==> src/rtl/core/sgb_pkg.sv <==
// Shared types, codes and widths of the separable Gaussian blur block.
// No dependencies; every other file of the block imports this package.
package sgb_pkg;

	localparam int DEF_MAX_ROWS = 256;
	localparam int DEF_MAX_COLS = 256;

	localparam int NTAPS     = 9;
	localparam int CENTER    = 4;
	localparam int PIX_W     = 8;
	localparam int SAMPLE_W  = 16;
	localparam int WEIGHT_W  = 16;
	localparam int PROD_W    = SAMPLE_W + WEIGHT_W;
	localparam int WSUM_W    = 20;
	localparam int DIVISOR_W = WSUM_W + 8;
	localparam int QUOT_W    = 16;
	localparam int REM_W     = DIVISOR_W + QUOT_W;
	localparam int TOTAL_W   = 36;
	localparam int DIM_W     = 9;
	localparam int HW_W      = 3;
	localparam int CFG_IDX_W = 3;
	localparam int CFG_W     = 16;

	typedef enum logic [1:0] {
		KIND_WRITE = 2'd0,
		KIND_RUN   = 2'd1,
		KIND_READ  = 2'd2,
		KIND_NONE  = 2'd3
	} kind_t;

	typedef enum logic [CFG_IDX_W-1:0] {
		REG_ROWS   = 3'd0,
		REG_COLS   = 3'd1,
		REG_HALF   = 3'd2,
		REG_TAP0   = 3'd3,
		REG_TAP1   = 3'd4,
		REG_TAP2   = 3'd5,
		REG_TAP3   = 3'd6,
		REG_TAP4   = 3'd7
	} cfg_reg_t;

	typedef enum logic [4:0] {
		ST_IDLE  = 5'b00001,
		ST_PASS1 = 5'b00010,
		ST_PASS2 = 5'b00100,
		ST_DRAIN = 5'b01000,
		ST_CLEAR = 5'b10000
	} state_t;

endpackage

==> src/rtl/core/sgb_div_cell.sv <==
// One cell of the divider line: decides one quotient bit by compare and subtract
// and passes the remainder on. Depends on sgb_pkg.
module sgb_div_cell
	import sgb_pkg::*;
#(
	parameter int SHIFT = 0
) (
	input  logic                 clk,
	input  logic [REM_W-1:0]     rem_in,
	input  logic [QUOT_W-1:0]    quot_in,
	input  logic [DIVISOR_W-1:0] divisor,
	output logic [REM_W-1:0]     rem_q,
	output logic [QUOT_W-1:0]    quot_q
);

	logic [REM_W-1:0] shifted;

	assign shifted = REM_W'(divisor) << SHIFT;

	always_ff @(posedge clk) begin
		if (rem_in >= shifted) begin
			rem_q  <= rem_in - shifted;
			quot_q <= quot_in | (QUOT_W'(1) << SHIFT);
		end else begin
			rem_q  <= rem_in;
			quot_q <= quot_in;
		end
	end

endmodule

==> config.mk <==
export PLATFORM = sky130hd
export DESIGN_NAME = sgb_div_cell
export DESIGN_NICKNAME = d
export VERILOG_FILES = /design/src/rtl/core/sgb_pkg.sv /design/src/rtl/core/sgb_div_cell.sv
export SDC_FILE = /design/constraint.sdc
export NUM_CORES = 1
export LEC_CHECK = 0
export ABC_AREA = 1
export BUFFER_PORTS_ARGS = -buffer_cell sky130_fd_sc_hd__buf_2
export CORE_AREA = 4 4 100 102
export CTS_CLUSTER_DIAMETER = 150
export DETAILED_ROUTE_END_ITERATION = 10
export DIE_AREA = 0 0 104 106
export PLACE_DENSITY = 0.8
export SLEW_MARGIN = 30
export SYNTH_ARGS = -nofsm -noshare
export SYNTH_HDL_FRONTEND = slang
export SYNTH_SLANG_ARGS = --single-unit
==> constraint.sdc <==
create_clock -name clk -period 2.26 [get_ports clk]
set_input_delay 0.113 -clock clk [delete_from_list [all_inputs] [get_ports clk]]
set_output_delay 0.113 -clock clk [all_outputs]
set_load 0.05 [all_outputs]
Word-level counts from Yosys, hierarchy flattened
Index checks and enable logic that the tools add are counted.

Add/subtract/negate cells: 1. Order comparisons: 1. Multiplexer cells: 1.

Operators by type and width (number): 44-bit by 28-bit greater-or-equal comparator with 1-bit output (1); 44-bit two-way mux (1); 44-bit by 28-bit subtractor with 44-bit output (1).

Flip-flop bits (word level): 60. Input bits: 89. Output and inout port bits: 60. Word-level logic and storage cells: 6.

Longest topological paths before layout
Word-level depth: 2. Depth in mapped cells: 15. Gate-level depth less buffers: 15.

Worst setup path after synthesis
OpenSTA, ideal clock, no wires.

Path kind: in2reg. Start: input rem_in[0]. End: register rem_q[20]. Library setup time: 113 ps. Arrival: 1808 ps. Required time: 2147 ps. Path slack: 338 ps. Cell stages on the path: 15. Path buffers: 2. Cells stage by stage: inv_1 -> ha_1 -> fa_1 -> inv_1 -> nand3_1 -> nand3_1 -> nand3_1 -> nand2_1 -> nand2_2 -> nand3_4 -> inv_2 -> buf_6 -> buf_6 -> nand2_1 -> nand2_1.

Word-level cells in the longest chain between the ends: 2. Elaborated cells between the ends (all ways): 3. Those cells by class: add/sub (1); order compare (1); mux (1).

RTL lines: from (decl) (line sgb_div_cell.sv:9) `input logic [REM_W-1:0] rem_in,`; 44-bit by 28-bit subtractor with 44-bit output or 44-bit by 28-bit greater-or-equal comparator with 1-bit output (tied branches) (line sgb_div_cell.sv:22, sgb_div_cell.sv:21); 44-bit two-way mux * (line sgb_div_cell.sv:21) `if (rem_in >= shifted) begin`; to (signal assigned) (line sgb_div_cell.sv:22) `rem_q <= rem_in - shifted;`; to (signal assigned) (line sgb_div_cell.sv:25) `rem_q <= rem_in;`; to (decl) (line sgb_div_cell.sv:12) `output logic [REM_W-1:0] rem_q,`.

Every way passes the cells marked *; elsewhere a longest branch is shown, timed or not. A chain may end at the register's enable or synchronous reset.

Worst setup path in the final report
Start: input rem_in[8]. End: register rem_q[33].

The elaborated chain is that of the path after synthesis.

==> run metrics <==
max incr delay on CP 0.55 ns; RSZ-0062 raised after global routing yes; synthesized net count about 910; delay-heaviest family, CP simple AND/OR/NAND/NOR gates; sequential-to-total area share from yosys stat 0.258; largest net degree at the start of global routing 40; post-synthesis mux area share 0; initial core utilization 0.511; Hold Path Stages 3; Die X about 100 um; Critical Path End Type flop; first-pass GRT wire length ~24000 um; Sum Neg Setup Slack 0 ns; die area 11000 um^2; Placer Congestion 1.02; Ys Warns 0; Num CTS Buffers 9; HP Class in2reg; worst-margin pin slew 0.571 ns; GRT Residual Overflow 0; Slew HR 0.616; vias in the first global route 5121; io pins 149; Power Dens Cells 615 nW/um^2; Post-Synth Simple-Gate Area 0.411; Netlist cell types 28; drt first pass iters 5; CTS sink cnt 60; Arr. time, crit path 2.43 ns; hold path start rem_in[43]; Post-synth EDFFs 0; number of fill cells a little over 800; final hold violation count 0; Syn Inst Count a little under 800; Synth area leader dfxtp_1; Via density 4.95; Buf+Inv Stages, Crit Path 2; Post-Layout Cell Count 1117; GRT Overall Usage 0.265; number of DRC markers in iteration 0 346; WS Path Type in2reg; post-layout util 0.710; Netlist Area Pre-Place 4660 um^2; # rows 35; total wire length between 15000 and 20000 um; largest family of logic cells by synthesized area simple AND/OR/NAND/NOR gates; Pleak 3.55 nW; post-synthesis register bit count 60; number of diodes 0; core area between 9000 and 10000 um^2; Design Area, Final 6470 um^2; synth top area cells dfxtp_1 26%, nand2_1 23%, inv_1 13%; worst vdd ir 0.357 mV; Clock Tree Buf Depth 2; Final #Nets 1119; largest fanout on the critical path 4; hpwl dp 11700 um; critical path's slowest cell dlygate4sd3_1; drt wl/cell 14.1 um; Die Height 106 um; drt drc 0; Antenna Nets Post-Route 0; Root Buffer clkbuf_8; Max Slew Vio Count 0; Synth Area in Compound Gates 0.0747; port bufs 148; Synth Area in XOR/XNOR 0.0339; asr flop ratio synth 0; Final Setup Violations 0; crit share post-route 0.965; critical-path cell list dlygate4sd3_1 -> buf_2 -> ha_1 -> nand2_1 -> nor2_1 -> nand3_1 -> nand3_1 -> nand2_1 -> a21boi_1 -> nor2_1 -> nand3_1 -> nand2_1; Clock Pin Slew Worst Setup and Hold Paths 0.08 ns; CP startpoint kind input port; share of layout cells above drive strength 1 0.234; minimum clock period 2.18 ns; placed cells 1053; fmax between 0.4 and 0.5 GHz; Yosys top cell area share 0.258; status complete, no violations; area delta synth->final 39.0%; Worst Hold Endpoint rem_q[43]; # H-tree levels 3; dominant synthesized flop cell dfxtp_1; Tot Pwr about 4.0 mW; Max-cap violations 0; TritonCTS clock tree built; crit path launch rem_in[8]; antenna violations before repair 0; Crit path required time 2.51 ns; Avg Synthesized Cell Area 5.87 um^2; adder-cell share of the synthesized area 0.0795; area post-placement 5570 um^2; DR vias 5534
synth_stat cells, types with 3 or more instances:
cell and count:
o21ai_0 25, nor2_2 4, nand3_1 58, ha_1 28, nor2_1 70, xor2_1 4, nand2_1 289, dfxtp_1 60
and2_1 5, buf_6 3, xnor2_1 14, nand3b_1 9, a21oi_1 19, nand2_2 5, inv_1 161, nor3_1 4
nand4_1 7, a21oi_2 12, buf_2 3
power breakdown:
group          internal (mW)  total (mW)  switching (mW)
Clock                  0.651        1.15           0.494
Sequential              1.20        1.23          0.0350
Combinational          0.494        1.60            1.11
state kept, by name, indices dropped and copies added, names as in the netlist:
signal  cells
rem_q      44
quot_q     16
per-stage QoR:
| stage | worst slack, ns | hold slack [ns] |
|---|---|---|
| 4_1_cts | 0.0328 | 0.00167 |
| 3_5_place_dp | 0.0250 | 0.217 |
| 5_1_grt | -0.0545 | 0.0227 |
| 6_report | 0.0791 | 0.0250 |
| 2_1_floorplan | 0.338 | 0.141 |
| 3_3_place_gp | 0.108 | 0.215 |
kinds of logic (layout without fill, tap and decap cells):
logic type | Yosys count | in the layout
buf+inv | 170 | 383
xor+xnor | 18 | 18
flops | 60 | 60
simple gates | 457 | 457
fa+ha+maj | 29 | 29
compound gates | 59 | 59
routing by layer:
layer | vias up | part of all wire | global-route usage
li1 | 2820 | - | -
met3 | 34 | 0.086 | 0.0577
met4 | 0 | 0.024 | 0.0731
met5 | - | 0 | 0
met2 | 253 | 0.47 | 0.446
met1 | 2427 | 0.42 | 0.342
worst max path at each step:
stage | end | slack (ns) | cells after the start
2_1_floorplan | rem_q[20] | 0.34 | 15
3_3_place_gp | rem_q[11] | 0.11 | 15
3_5_place_dp | rem_q[11] | 0.03 | 15
4_1_cts | rem_q[11] | 0.03 | 13
5_1_grt | rem_q[31] | -0.05 | 16
6_report | rem_q[33] | 0.08 | 12
placed cells by master, fill, tap and decap left out, drive strengths merged:
cell	netlist	routed
bufinv	0	2
nor3	4	4
clkinv	0	2
a21oi	31	31
clkinvlp	0	1
nand3b	9	9
nand3	59	59
xor2	4	4
inv	163	164
fa	1	1
and2	5	5
dfxtp	60	60
nand2	294	294
o21bai	2	2
nor2	76	76
buf	6	159
o21ai	25	25
ha	28	28
nor4	1	1
or2	2	2
nand4	7	7
a21boi	1	1
xnor2	14	14
clkbuf	1	12
dlygate4sd3	0	43
repair_timing:
action	4_1_cts	5_1_grt
hold buffers	43	0
buffers inserted	0	3
endpoints found under the hold margin	43	0
resized for setup	0	39
endpoints found under the setup margin	0	40
cell type report:
cell class,count,area [um^2],share of cell area
repair buffers,204,1340,0.207
well taps,111,139,0.0215
flip-flops and latches,60,1200,0.186
multi-input cells,563,2950,0.455
inverters,163,619,0.0957
clock buffers,10,138,0.0213
clock inverters,6,86.3,0.0133
(Power assumes the default switching activity.)
