--- src/rtl/core/sgb_pkg.sv ---
// Shared types, codes and widths of the separable Gaussian blur block.
// No dependencies; every other file of the block imports this package.
package sgb_pkg;

	localparam int DEF_MAX_ROWS = 256;
	localparam int DEF_MAX_COLS = 256;

	localparam int NTAPS     = 9;
	localparam int CENTER    = 4;
	localparam int PIX_W     = 8;
	localparam int SAMPLE_W  = 16;
	localparam int WEIGHT_W  = 16;
	localparam int PROD_W    = SAMPLE_W + WEIGHT_W;
	localparam int WSUM_W    = 20;
	localparam int DIVISOR_W = WSUM_W + 8;
	localparam int QUOT_W    = 16;
	localparam int REM_W     = DIVISOR_W + QUOT_W;
	localparam int TOTAL_W   = 36;
	localparam int DIM_W     = 9;
	localparam int HW_W      = 3;
	localparam int CFG_IDX_W = 3;
	localparam int CFG_W     = 16;

	typedef enum logic [1:0] {
		KIND_WRITE = 2'd0,
		KIND_RUN   = 2'd1,
		KIND_READ  = 2'd2,
		KIND_NONE  = 2'd3
	} kind_t;

	typedef enum logic [CFG_IDX_W-1:0] {
		REG_ROWS   = 3'd0,
		REG_COLS   = 3'd1,
		REG_HALF   = 3'd2,
		REG_TAP0   = 3'd3,
		REG_TAP1   = 3'd4,
		REG_TAP2   = 3'd5,
		REG_TAP3   = 3'd6,
		REG_TAP4   = 3'd7
	} cfg_reg_t;

	typedef enum logic [4:0] {
		ST_IDLE  = 5'b00001,
		ST_PASS1 = 5'b00010,
		ST_PASS2 = 5'b00100,
		ST_DRAIN = 5'b01000,
		ST_CLEAR = 5'b10000
	} state_t;

endpackage

--- src/rtl/core/sgb_tap_cell.sv ---
// One cell of the tap line: holds a sample, hands it to its neighbor every cycle
// and registers the sample times its weight. Depends on sgb_pkg.
module sgb_tap_cell
	import sgb_pkg::*;
(
	input  logic                clk,
	input  logic [SAMPLE_W-1:0] sample_in,
	input  logic [WEIGHT_W-1:0] weight,
	output logic [SAMPLE_W-1:0] sample_q,
	output logic [PROD_W-1:0]   prod_q
);

	always_ff @(posedge clk) begin
		sample_q <= sample_in;
		prod_q   <= sample_q * weight;
	end

endmodule

--- config.mk ---
export PLATFORM = sky130hd
export DESIGN_NAME = sgb_tap_cell
export DESIGN_NICKNAME = d
export VERILOG_FILES = /design/src/rtl/core/sgb_pkg.sv /design/src/rtl/core/sgb_tap_cell.sv
export SDC_FILE = /design/constraint.sdc
export NUM_CORES = 1
export LEC_CHECK = 0
export BUFFER_PORTS_ARGS = -buffer_cell sky130_fd_sc_hd__buf_2
export CORE_ASPECT_RATIO = 1.2
export CORE_MARGIN = 1
export CORE_UTILIZATION = 40
export DETAILED_ROUTE_END_ITERATION = 7
export GPL_TIMING_DRIVEN = 0
export HOLD_SLACK_MARGIN = 0.02
export PLACE_DENSITY = 0.58
export SLEW_MARGIN = 20
export SYNTH_ARGS = -nofsm -noshare
export SYNTH_HDL_FRONTEND = slang
export SYNTH_SLANG_ARGS = --single-unit
--- constraint.sdc ---
create_clock -name clk -period 7.6 [get_ports clk]
set_clock_uncertainty 0.05 [all_clocks]
set_input_delay 0.76 -clock clk [delete_from_list [all_inputs] [get_ports clk]]
set_output_delay 0.76 -clock clk [all_outputs]
set_load 0.02 [all_outputs]
## Word level (Yosys, flattened, before mapping)

Cells that the tools add are included.

| operators by class | value |
|---|---|
| muxes and demuxes | 0 |
| reduce and logical (&&, ||, !) cells | 0 |
| order comparisons | 0 |
| divide/modulo/power cells | 0 |
| equal/unequal tests | 0 |
| bitwise operators | 0 |
| multipliers | 1 |
| shifts and indexed selects | 0 |
| $add $sub $neg | 0 |

Operators by type and width:

| operator | number |
|---|---|
| multiplier 16 x 16 -> 32 bit | 1 |

| word-level totals | value |
|---|---|
| register bits | 48 |
| memories kept | 0 |
| bits in latches | 0 |
| input port bits | 33 |
| word-level logic and storage cells | 3 |
| RAM bits | 0 |
| memory bits (read-only) | 0 |
| output and inout port bits | 48 |

## Longest topological paths before layout

| depth | value |
|---|---|
| depth in word-level cells | 1 |
| depth in mapped cells | 22 |
| depth with buffers taken out | 20 |

## Least setup slack after synthesis

Ideal clock, no wire load.

| path | value |
|---|---|
| path kind | input-to-reg |
| from | input port weight[1] |
| to | register prod_q[24] |
| data required time | 7.423 ns |
| arrival time | 5.774 ns |
| path slack | 1.649 ns |
| setup time | 0.127 ns |
| path buffers | 1 |
| stages | 19 |
| path through | clkbuf_1 nand2_1 fa_1 fa_1 fa_1 fa_1 inv_1 fa_1 inv_1 fa_1 inv_1 ha_1 a21oi_1 o21ai_0 a221oi_1 a21oi_2 a21oi_2 o31ai_2 xor2_1 |

| on the way | value |
|---|---|
| longest elaborated chain between the ends | 1 |

RTL lines:

| item | line | source |
|---|---|---|
| from (decl) | sgb_tap_cell.sv:8 | `input logic [WEIGHT_W-1:0] weight,` |
| multiplier 16 x 16 -> 32 bit | sgb_tap_cell.sv:15 | `prod_q <= sample_q * weight;` |
| to (signal assigned) | sgb_tap_cell.sv:15 |  |
| to (decl) | sgb_tap_cell.sv:10 | `output logic [PROD_W-1:0] prod_q` |

No other way between the ends.

## Final worst setup path

| path | value |
|---|---|
| from | input port weight[7] |
| to | register prod_q[24] |

The elaborated chain is that of the path after synthesis.

==> impl_metrics.csv <==
group,metric,value,unit
route,vias_per_cell,4.95,
grt,grt.total_usage,23.2,%
logic_synthesis,async_reset_ff_share,0,%
setup_path,max_stage_delay,0.56,ns
final_layout,drive_above_1_share,8.85,%
setup_path,path_common_cell,"fa_1",
grt,grt_pass1_wl,42300,um
sta,setup_violations,0,
logic_synthesis,ys_types,46,
route,dr_total_vias,7152,
grt,first_global_vias,7838,
clocking,clock_sinks,48,
clocking,clockRootBuffer,"clkbuf_16",
clocking,clock_path_buffers,2,
route,drt_wl_total,26000,um
logic_synthesis,yosys-top-cells-count,"inv_1 (221), fa_1 (194), nand2_1 (154)",
logic_synthesis,synth_area_leaders,"fa_1 (41%), ha_1 (14%), dfxtp_1 (10%), inv_1 (8.7%), and2_1 (8.2%)",
route,dr.pass1.iters,4,
sta,timing.setup.tns,0,ns
hold_path,hold_path_class,"primary input to flip-flop",
grt,grt_overflow,0,
clocking,cts_tree,"built",
die,io_pins,81,
grt,grt_max_degree,16,
placed_design,gp_congestion,0.879,
die,core,23300,um2
run_status,outcome,"complete, no violations",
clocking,cts_hold_buf,0,
sta,rsz0062_at_grt,"false",
final_layout,syn2layout_area_growth,9.96,%
sta,final-max-slew-violation-count,0,
die,die_area,24500,um2
logic_synthesis,yosysMostFrequentCell,"inv_1",
sta,relSlewSlack,55.7,%
logic_synthesis,synth_edf_count,0,
sta,tightestPinTransition,0.665,ns
die,rows,61,
final_layout,nFillCells,2328,
logic_synthesis,synth_area_leader_cell,"fa_1",
logic_synthesis,synth_warnings,0,
route,drc,0,
setup_path,start_kind,"primary input",
flow_run,maxCapViolCount,0,
setup_path,end_kind,"flip-flop",
logic_synthesis,ys.flop_type,"dfxtp_1",
clocking,clock_latency,0.30,ns
clocking,cts_made_buffers,5,
logic_synthesis,syn_inst,1042,
setup_path,crit_fanout,10,
route,wire_per_inst,18.0,um
logic_synthesis,synth_top_area_share,40.7,%
placed_design,portBuffers,80,
sta,fin_crit,6.80,ns
setup_path,crit_slowest_cell,"fa_1",
route,ant_nets,0,
logic_synthesis,synth_area,9530,um2
logic_synthesis,yosys_register_bits,48,
die,die_w,143,um
clocking,postCtsSetupRepairBufs,0,
die,initial_utilization,41.0,%
setup_path,setup.worst_path.class,"primary input to flip-flop",
clocking,cts_max_level,2,
placed_design,hpwl,21900,um
sta,fmax,147,MHz
sta,finalCritPeriodShare,89.5,%
die,die_h,171,um
clocking,clkTransAtPathRegs,0.07,ns
setup_path,cp_cell_sequence,"buf_2, clkbuf_1, nand2_1, fa_1, inv_1, fa_1, inv_1, fa_1, inv_1, fa_1, fa_1, inv_1, fa_1, inv_1, ha_1, and4_1, nor4b_2, o21ai_1, a21oi_2, a21oi_2, o31ai_2, xor2_1",
setup_path,crit_arrival,6.97,ns
route,drt_iter0_drc,326,
setup_path,crit_required,7.76,ns
grt,antenna_found_initial,0,
final_layout,fin_nets,1460,
logic_synthesis,postSynthAreaPerCell,9.15,um2
logic_synthesis,ys_seq_area_share,10.1,%
logic_synthesis,syn_nets,1373,
clocking,cts_resized,0,
sta,hold_violations,0,
==> flip-flops by register name, summed over array words and instances, names as in the netlist <==
name,cells
prod_q,32
sample_q,16
==> final cells by class <==
class	count	area [um2]	share of cell area, %
clock buffer	6	139	1.32
tap	315	394	3.76
multi-input combinational	733	7590	72.4
timing repair buffer	80	400	3.82
antenna	1	2.50	0.0239
clock inverter	2	13.8	0.131
inverter	221	830	7.91
sequential	48	961	9.17
buffer	40	155	1.48
==> per-layer routing <==
layer,vias up,GRT usage [%],routed length [um]
li1,3305,-,-
met1,3627,29.1,10700
met2,174,40.7,13200
met3,46,2.88,1090
met4,0,8.60,945
met5,-,0,0
==> worst max-delay path, delay by kind of cell <==
kind / cells / cell delay (ns)
fa+ha+maj: 7 / 3.54
buf+inv: 7 / 1.05
compound gates: 4 / 0.76
simple gates: 3 / 0.64
xor+xnor: 1 / 0.22
==> stage by stage <==
stage / util, % / worst slack (ns) / cell area, um2 / cells / hold WS (ns)
after floorplan: - / 1.65 / 9530 / 1042 / 0.552
after global placement: 44.4 / 0.512 / 10300 / 1437 / 0.613
after detailed placement: 44.4 / 0.521 / 10300 / 1437 / 0.620
after CTS: 45.0 / 0.788 / 10500 / 1445 / 0.502
after global routing: 45.0 / 0.531 / 10500 / 1445 / 0.500
final: 45.0 / 0.797 / 10500 / 1446 / 0.506
==> logic make-up after synthesis <==
family	count (synthesis)	share of synthesized area, %
simple gates	320	16.7
fa+ha+maj	298	54.4
buf+inv	261	10.3
compound gates	86	5.84
flops	48	10.1
xor+xnor	29	2.66
==> cell usage in the layout (no fill, tap or decap), types with 2 or more instances in the layout <==
| cell type | count |
|---|---|
| o31ai_2 | 2 |
| a21o_1 | 8 |
| nor3_1 | 3 |
| o211ai_1 | 3 |
| nand2_1 | 154 |
| nor2b_1 | 2 |
| xnor2_1 | 18 |
| nand4_1 | 8 |
| a211oi_1 | 2 |
| nor2_1 | 15 |
| a31oi_1 | 4 |
| o21bai_1 | 3 |
| clkbuf_16 | 5 |
| ha_1 | 104 |
| a21oi_2 | 2 |
| and2_1 | 125 |
| xor2_1 | 11 |
| nand3_1 | 4 |
| dfxtp_1 | 48 |
| o21ai_0 | 15 |
| buf_2 | 82 |
| a21oi_1 | 29 |
| nor4b_2 | 2 |
| o21a_1 | 4 |
| and3_1 | 2 |
| clkbuf_2 | 2 |
| fa_1 | 194 |
| clkbuf_1 | 36 |
| inv_1 | 221 |
| o31ai_1 | 2 |
==> final timing paths <==
| check | endpoint | cells after the start | start | slack [ns] |
|---|---|---|---|---|
| max | prod_q[24] | 22 | weight[7] | 0.80 |
| min | sample_q[12] | 1 | sample_in[12] | 0.51 |
| max reg2reg | prod_q[24] | 21 | sample_q[7] | 0.86 |
| min reg2reg | prod_q[0] | 1 | sample_q[0] | 0.61 |
Power is not shown: default switching activity piles up to over one toggle a cycle in this logic, so the estimate is an artifact.
